==> src/design/c2d_pkg.sv <==
// Shared types and constants for the conv2d block.
// No dependencies; compiled before every other file of the block.
`timescale 1ns / 1ps

package c2d_pkg;

   // Store size defaults
   localparam int MAX_CHANNELS_DEF = 16;
   localparam int MAX_MAP_SIZE_DEF = 32;
   localparam int MAX_KERNEL_DEF   = 5;

   // Item field widths
   localparam int OP_W      = 2;
   localparam int ADDR_W    = 14;
   localparam int DATA_W    = 16;
   localparam int CHAN_W    = 4;
   localparam int POS_W     = 5;
   localparam int PIX_IDX_W = 14;

   // Register port
   localparam int CSR_IDX_W  = 3;
   localparam int CSR_DATA_W = 6;

   typedef enum logic [OP_W-1:0] {
      OP_LOAD_IMAGE  = 2'd0,
      OP_LOAD_WEIGHT = 2'd1,
      OP_LOAD_BIAS   = 2'd2,
      OP_COMPUTE     = 2'd3
   } op_type;

   typedef enum logic [CSR_IDX_W-1:0] {
      REG_IN_CHANNELS  = 3'd0,
      REG_OUT_CHANNELS = 3'd1,
      REG_IN_SIZE      = 3'd2,
      REG_OUT_SIZE     = 3'd3,
      REG_KERNEL_SIZE  = 3'd4,
      REG_STRIDE       = 3'd5,
      REG_PADDING      = 3'd6,
      REG_MODE         = 3'd7
   } reg_idx_type;

   // Sequencer controls for the multiply-accumulate unit
   typedef struct packed {
      logic clear;
      logic tap_valid;
      logic add_bias;
      logic relu;
   } mac_ctl_type;

endpackage

==> src/design/c2d_mac.sv <==
// Shared multiply-accumulate unit with bias add, ReLU, rounding and saturation.
// Depends on c2d_pkg (mac_ctl_type, DATA_W).
`timescale 1ns / 1ps

module c2d_mac #(
   parameter int ACC_W = 42
) (
   input  logic                              clock,
   input  logic                              reset,
   input  c2d_pkg::mac_ctl_type              ctl,
   input  logic signed [c2d_pkg::DATA_W-1:0] img,
   input  logic signed [c2d_pkg::DATA_W-1:0] wgt,
   input  logic signed [c2d_pkg::DATA_W-1:0] bias,
   output logic signed [c2d_pkg::DATA_W-1:0] result
);
   import c2d_pkg::*;

   localparam int PROD_W = 2 * DATA_W;
   localparam logic signed [ACC_W-1:0] SAT_HI = {{(ACC_W-DATA_W+1){1'b0}}, {(DATA_W-1){1'b1}}};
   localparam logic signed [ACC_W-1:0] SAT_LO = {{(ACC_W-DATA_W+1){1'b1}}, {(DATA_W-1){1'b0}}};
   localparam logic signed [ACC_W-1:0] HALF_LSB = ACC_W'(128);

   logic signed [PROD_W-1:0] prod_ff;
   logic                     prod_vld_ff;
   logic signed [ACC_W-1:0]  acc_ff;
   logic signed [ACC_W-1:0]  relu_val;
   logic signed [ACC_W-1:0]  scaled;

   // Product stage
   always_ff @(posedge clock) begin
      if (reset) begin
         prod_vld_ff <= 1'b0;
      end else begin
         prod_vld_ff <= ctl.tap_valid;
      end
      prod_ff <= PROD_W'(img) * PROD_W'(wgt);
   end

   // Accumulator: products in Q16.16, bias enters as bias << 8
   always_ff @(posedge clock) begin
      if (ctl.clear) begin
         acc_ff <= '0;
      end else if (prod_vld_ff) begin
         acc_ff <= acc_ff + ACC_W'(prod_ff);
      end else if (ctl.add_bias) begin
         acc_ff <= acc_ff + (ACC_W'(bias) <<< 8);
      end
   end

   // ReLU, round to nearest with ties up, saturate to Q8.8
   always_comb begin
      relu_val = (ctl.relu && acc_ff[ACC_W-1]) ? '0 : acc_ff;
      scaled   = (relu_val + HALF_LSB) >>> 8;
      if (scaled > SAT_HI) begin
         result = SAT_HI[DATA_W-1:0];
      end else if (scaled < SAT_LO) begin
         result = SAT_LO[DATA_W-1:0];
      end else begin
         result = scaled[DATA_W-1:0];
      end
   end

endmodule

==> config.mk <==
export PLATFORM = sky130hd
export DESIGN_NAME = c2d_mac
export DESIGN_NICKNAME = d
export VERILOG_FILES = /design/src/design/c2d_pkg.sv /design/src/design/c2d_mac.sv
export SDC_FILE = /design/constraint.sdc
export NUM_CORES = 1
export LEC_CHECK = 0
export BUFFER_PORTS_ARGS = -buffer_cell sky130_fd_sc_hd__buf_2
export CELL_PAD_IN_SITES_DETAIL_PLACEMENT = 1
export CELL_PAD_IN_SITES_GLOBAL_PLACEMENT = 1
export CORE_UTILIZATION = 45
export CTS_CLUSTER_SIZE = 16
export DETAILED_ROUTE_END_ITERATION = 12
export PLACE_DENSITY_LB_ADDON = 0.1
export SLEW_MARGIN = 0
export SYNTH_ARGS = -nofsm -noshare
export SYNTH_HDL_FRONTEND = slang
export SYNTH_SLANG_ARGS = --single-unit
export TNS_END_PERCENT = 10
==> constraint.sdc <==
create_clock -name clock -period 8.5 [get_ports clock]
set_input_delay 1.275 -clock clock [delete_from_list [all_inputs] [get_ports clock]]
set_output_delay 1.275 -clock clock [all_outputs]
set_load 0.01 [all_outputs]
==> results of run 1 <==
## metrics by stage
stage	utilization [%]	setup WS, ns	area, um^2	hold slack (ns)	instances
floorplan	-	1.44	17200	0.465	2028
global placement	47.6	0.963	17900	0.478	2540
detailed placement	47.6	0.721	17900	0.500	2540
CTS	48.4	1.11	18200	0.516	2556
global route	48.4	0.803	18200	0.544	2556
finish	48.4	1.15	18200	0.514	2556
## cells in the mapped netlist, types with 40 or more instances
cell,n
ha_1,157
nand2_1,200
and2_1,129
inv_1,343
fa_1,264
dfxtp_1,75
xor2_1,44
xnor2_1,74
a21oi_1,104
nor2_1,80
a211oi_1,40
clkbuf_1,65
o21ai_0,55
a21o_1,57
## registers in the layout, indices dropped and copies added (netlist names)
signal,flops
prod_vld_ff,1
acc_ff,42
prod_ff,32
## layout make-up
| class | instances | share of cell area [%] |
|---|---|---|
| multi-input cells | 1537 | 77.4 |
| flip-flops and latches | 75 | 8.26 |
| inverters | 344 | 7.10 |
| well taps | 511 | 3.52 |
| repair buffers | 73 | 2.06 |
| clock buffers | 9 | 1.24 |
| clock inverters | 7 | 0.406 |
## critical path: cells and delay by family
family,cells,cell delay (ns)
adders and majority gates,7,3.55
and+or+nand+nor,5,0.89
buffers and inverters,4,0.62
AOI/OAI and AO/OA,5,1.24
## cell families after synthesis
logic type      Yosys count
flops                    75
xor+xnor                118
fa+ha+maj               421
compound gates          393
simple gates            589
buf+inv                 416
mux                      16
## per-layer routing
metal,track usage (%),vias to the layer above
met5,0,-
met4,4.88,0
met3,2.01,32
met2,42.3,221
met1,34.6,6934
li1,-,6663
## how the worst max path moves through the flow
stage | startpoint | endpoint | slack [ns] | cells past startpoint
after CTS | wgt[15] | prod_ff[31] | 1.11 | 21
final | wgt[15] | prod_ff[31] | 1.15 | 21
after floorplan | wgt[15] | prod_ff[31] | 1.44 | 21
after detailed placement | wgt[15] | prod_ff[31] | 0.72 | 21
after global routing | wgt[15] | prod_ff[31] | 0.80 | 21
after global placement | wgt[15] | prod_ff[31] | 0.96 | 21
==> summary.md, run 1 <==
| Metric | Value |
|---|---|
| Status | `finished, final reports clean` |
| R2R setup slack | `4.96 ns` |
| Highest Clock Rate | `~140 MHz` |
| Sequential share of the synthesized area | `8.75%` |
| M1 WL | `roughly 22,000 um` |
| # Post-CTS Setup Buffers | `0` |
| Sequential cell area | `1500 um^2` |
| # diodes | `0` |
| Worst path max stage delay | `0.55 ns` |
| Final min period | `7.35 ns` |
| Antenna violations before repair | `0` |
| Share of the synthesized area in the top cell type | `30.8%` |
| Final nets | `2,515` |
| Slew margin rel. | `a little over two fifths` |
| Number of DRC markers in iteration 0 | `555` |
| Final setup violation count | `0` |
| Drt pass-1 iters | `5` |
| Ys flop type | `dfxtp_1` |
| Maximum fanout along the worst path | `13` |
| Worst Hold End | `acc_ff[0]` |
| Hold buffer count at cts | `0` |
| Antenna Violating Nets Remaining | `0` |
| DR WL/cell | `about 18 um` |
| Met3 wire len | `1470 um` |
| Most frequent cell on the critical path | `fa_1` |
| Area of the mapped netlist | `about 17,000 um^2` |
| Setup Total Neg Slack | `0 ns` |
| RSZ-0062 raised after global routing | `false` |
| Post-Syn Instances | `roughly 2,000` |
| Root Driver | `clkbuf_16` |
| Post-Synth Simple-Gate Area | `17.5%` |
| CTS tree | `done` |
| Starting density of the core | `between 40% and 50%` |
| Final Slew Violations | `0` |
| Multi-input logic area | `14,100 um^2` |
| Vias in the first global route | `about 15,000` |
| Wire length on met2 | `22,200 um` |
| I/O Buffers | `69` |
| Multiplexer share of the synthesized area | `0.940%` |
| Syn avg cell area | `8.47 um^2` |
| Routability-driven placement congestion ratio | `0.892` |
| Synth Area in Compound Gates | `15.3%` |
| Ratio of cells with drive above 1 in the final layout | `6.06%` |
| First-pass GRT wire length | `approximately 77,000 um` |
| Final hold violations | `0` |
| Maximum buffer depth of the clock tree | `2` |
| Synth area leader | `fa_1` |
| Most frequent cells in the layout | `inv_1 (343), fa_1 (264), nand2_1 (200), ha_1 (157), and2_1 (129)` |
| Reg clk slew, reported paths | `roughly 0.06 ns` |
| Hold path start | `acc_ff[0]` |
| Most common cell after layout, fill and taps aside | `inv_1` |
| Synth Area in Adders | `42.2%` |
| Largest net degree at the start of global routing | `80` |
| CP arrival | `7.59 ns` |
| Core Area | `37,600 um^2` |
| Top Metal Used | `met4` |
| Max Clock Skew | `0.00624 ns` |
| Die height | `197 um` |
| Io pins | `70` |
| Resize count post-CTS | `0` |
| Clock sinks | `75` |
| Clock latency on the worst-skew pair | `approximately 0.36 ns` |
| Syn. warnings | `0` |
| Area contributors post-synth | `fa_1 (31%), ha_1 (11%), dfxtp_1 (8.7%)` |
| GRT overflow | `0` |
| Cts bufs inserted | `9` |
| GRT Util Overall | `24.9%` |
| Die W | `just under 200 um` |
| Cell variety after synth | `80` |
| Yosys reg bits | `75` |
| Fraction of registers with async set/reset | `0%` |
| Die area | `38,900 um^2` |
| Vias per inst | `5.42` |
| Worst slew pin tran | `0.863 ns` |
| Reg2Reg Depth | `11` |
| Row Count | `71` |
| Final WL | `~47,000 um` |
| Setup CP Type | `in2reg` |
| Fillers | `4,520` |
| Post-synth EDFFs | `0` |
| Post-Synth XOR/XNOR Area | `~6.0%` |
| Hpwl dp | `38,800 um` |
| # DRC | `0` |
| Worst hold stages | `2` |
| CP required | `8.73 ns` |
| Mapped Nets | `around 2,500` |
| P&R area growth vs syn | `5.93%` |
| CP Capture Type | `flip-flop` |
| Max-Cap Viols | `0` |
| Fin crit share | `86.5%` |
| RR Endpoint | `acc_ff[41]` |
| Largest family of logic cells by synthesized area | `adder cells` |
| Slowest-stage cell, CP | `fa_1` |
| Vias | `13,900` |
| Cell Chain, Critical Path | `buf_2 > inv_1 > nor2_1 > fa_1 > fa_1 > fa_1 > fa_1 > fa_1 > inv_1 > fa_1 > inv_1 > ha_1 > nand3_1 > nor2_1 > nand2_1 > o221ai_1 > o211ai_1 > a311o_1 > o2111a_1 > o21ai_0 > or3b_1` |
| CTS H-tree depth | `3` |
| Startpoint type of the worst setup path | `input port` |
| Hold WC Path Type | `reg2reg` |
| Reg-to-Reg Start | `acc_ff[28]` |
Power of run 1 is left out: the tool's default activity adds up to more than one toggle a clock period on the data nets, which glitch-free logic cannot reach.
==> run 2, diff against run 1 <==
- CTS_BUF_LIST: default -> sky130_fd_sc_hd__clkbuf_2 sky130_fd_sc_hd__clkbuf_4 sky130_fd_sc_hd__clkbuf_8
==> summary.md, run 2 (synthesized netlist as in run 1, its figures left out) <==
| Metric | Value |
|---|---|
| Final Slew Violations | `0 (unchanged)` |
| Largest register FFs | `42 (unchanged)` |
| P&R area growth vs syn | `5.34% (was 5.93%)` |
| Final min period | `7.32 ns (was 7.35 ns)` |
| I/O Buffers | `69 (unchanged)` |
| Post-Place Setup Slack | `0.721 ns (unchanged)` |
| Slew margin rel. | `43.4% (was 42.4%)` |
| DR WL/cell | `18.2 um (about the same)` |
| R2R setup slack | `4.94 ns (was 4.96 ns)` |
| Maximum fanout along the worst path | `13 (unchanged)` |
| Core Area | `37,600 um^2 (unchanged)` |
| Worst Path Buf+Inv | `4 (unchanged)` |
| Cts bufs inserted | `9 (unchanged)` |
| CP Capture Type | `flip-flop (unchanged)` |
| Final WL | `46,400 um (was 46,600 um)` |
| Status | `finished, final reports clean (unchanged)` |
| # Post-CTS Setup Buffers | `0 (unchanged)` |
| CTS tree | `done (unchanged)` |
| Worst hold slack | `0.520 ns (was 0.514 ns)` |
| # diodes | `0 (unchanged)` |
| Clock latency on the worst-skew pair | `0.39 ns (was 0.36 ns)` |
| Setup CP Type | `in2reg (unchanged)` |
| Starting density of the core | `45.7% (unchanged)` |
| Max Clock Skew | `0.00919 ns (was 0.00624 ns)` |
| Kind of cell adding the most delay to the critical path | `adder cells (unchanged)` |
| Most frequent cells in the layout | `inv_1 (343), fa_1 (264), nand2_1 (200), ha_1 (157), and2_1 (129) (unchanged)` |
| Die area | `38,900 um^2 (unchanged)` |
| Final setup violation count | `0 (unchanged)` |
| Worst path max stage delay | `0.55 ns (about the same)` |
| RSZ-0062 raised after global routing | `false (unchanged)` |
| Cell Chain, Critical Path | `buf_2 > inv_1 > nor2_1 > fa_1 > fa_1 > fa_1 > fa_1 > fa_1 > inv_1 > fa_1 > inv_1 > ha_1 > nand3_1 > nor2_1 > nand2_1 > o221ai_1 > o211ai_1 > a311o_1 > o2111a_1 > o21ai_0 > or3b_1 (unchanged)` |
| Vias | `13,800 (was 13,900)` |
| Fin crit share | `86.1% (was 86.5%)` |
| Max-Cap Viols | `0 (unchanged)` |
| Row Count | `71 (unchanged)` |
| Most common cell after layout, fill and taps aside | `inv_1 (unchanged)` |
| CP arrival | `7.59 ns (about the same)` |
| Most frequent cell on the critical path | `fa_1 (unchanged)` |
| Antenna violations before repair | `0 (unchanged)` |
| Resize count post-CTS | `0 (unchanged)` |
| Largest net degree at the start of global routing | `80 (unchanged)` |
| Antenna Violating Nets Remaining | `0 (unchanged)` |
| GRT overflow | `0 (unchanged)` |
| Hold WC Path Type | `reg2reg (unchanged)` |
| Setup Total Neg Slack | `0 ns (unchanged)` |
| CP required | `8.77 ns (was 8.73 ns)` |
| Root Driver | `clkbuf_8 (was clkbuf_16)` |
| Hpwl dp | `38,800 um (unchanged)` |
| Final hold violations | `0 (unchanged)` |
| Vias in the first global route | `14,700 (about the same)` |
| Largest regs | `acc_ff x42, prod_ff x32, prod_vld_ff x1 (unchanged)` |
| Startpoint type of the worst setup path | `input port (unchanged)` |
| Die W | `197 um (unchanged)` |
| GRT Util Overall | `24.8% (was 24.9%)` |
| Vias per inst | `5.39 (was 5.42)` |
| Routability-driven placement congestion ratio | `0.892 (unchanged)` |
| Final nets | `2,515 (unchanged)` |
| Maximum buffer depth of the clock tree | `2 (unchanged)` |
| Highest Clock Rate | `137 MHz (was 136 MHz)` |
| Number of DRC markers in iteration 0 | `594 (was 555)` |
| Drt pass-1 iters | `4 (was 5)` |
| # DRC | `0 (unchanged)` |
| First-pass GRT wire length | `76,500 um (was 76,600 um)` |
| Largest register by flop count | `acc_ff (unchanged)` |
| Slowest-stage cell, CP | `fa_1 (unchanged)` |
| Clock sinks | `75 (unchanged)` |
| Die height | `197 um (unchanged)` |
| Io pins | `70 (unchanged)` |
| Worst setup slack after layout | `1.18 ns (was 1.15 ns)` |
| Ratio of cells with drive above 1 in the final layout | `6.06% (unchanged)` |
| Worst slew pin tran | `0.849 ns (was 0.863 ns)` |
| CTS H-tree depth | `3 (unchanged)` |
| Reg clk slew, reported paths | `0.09 ns (was 0.06 ns)` |
| Hold buffer count at cts | `0 (unchanged)` |
-- run 2: cell types whose count changed in the layout (fill, tap and decap cells not counted) --
| cell | before | now |
|---|---|---|
| clkbuf_8 | 0 | 9 |
| clkbuf_16 | 9 | 0 |
-- run 2: through the flow --
step	std cells	cell area (um^2)	utilization, %
finish	2556	18100	48.1
CTS	2556	18100	48.1
global route	2556	18100	48.1
detailed placement	2540	17900	47.6
floorplan	2028	17200	-
global placement	2540	17900	47.6
-- run 2: cell type report --
| cell class | count | area, um^2 |
|---|---|---|
| multi-input combinational | 1537 | 14100 |
| tap | 511 | 639 |
| sequential | 75 | 1500 |
| timing repair buffer | 73 | 375 |
| clock inverter | 7 | 73.8 |
| clock buffer | 9 | 124 |
| fill | 4529 | 19500 |
| inverter | 344 | 1290 |
-- run 2: worst register-to-register path, delay by kind of cell (launching register included) --
family / cells / cell delay [ns]
AO/OA/AOI/OAI: 5 / 1.40
AND/OR/NAND/NOR: 5 / 1.13
adder cells (fa/ha/maj): 1 / 0.49
flip-flops: 1 / 0.45
-- run 2: worst paths after layout --
path | startpoint | endpoint | cells after the start
worst max-delay path | wgt[15] | prod_ff[31] | 21
worst min-delay path | acc_ff[0] | acc_ff[0] | 2
worst max register to register | acc_ff[28] | acc_ff[41] | 11
worst min register to register | acc_ff[0] | acc_ff[0] | 2
-- run 2: routing by layer --
| metal | track usage [%] | wire length (um) |
|---|---|---|
| met1 | 34.6 | 22500 |
| met2 | 42.3 | 22200 |
| met3 | 2.07 | 1280 |
| met4 | 4.45 | 521 |
| met5 | 0 | 0 |
Power of run 2 is left out for the same reason.
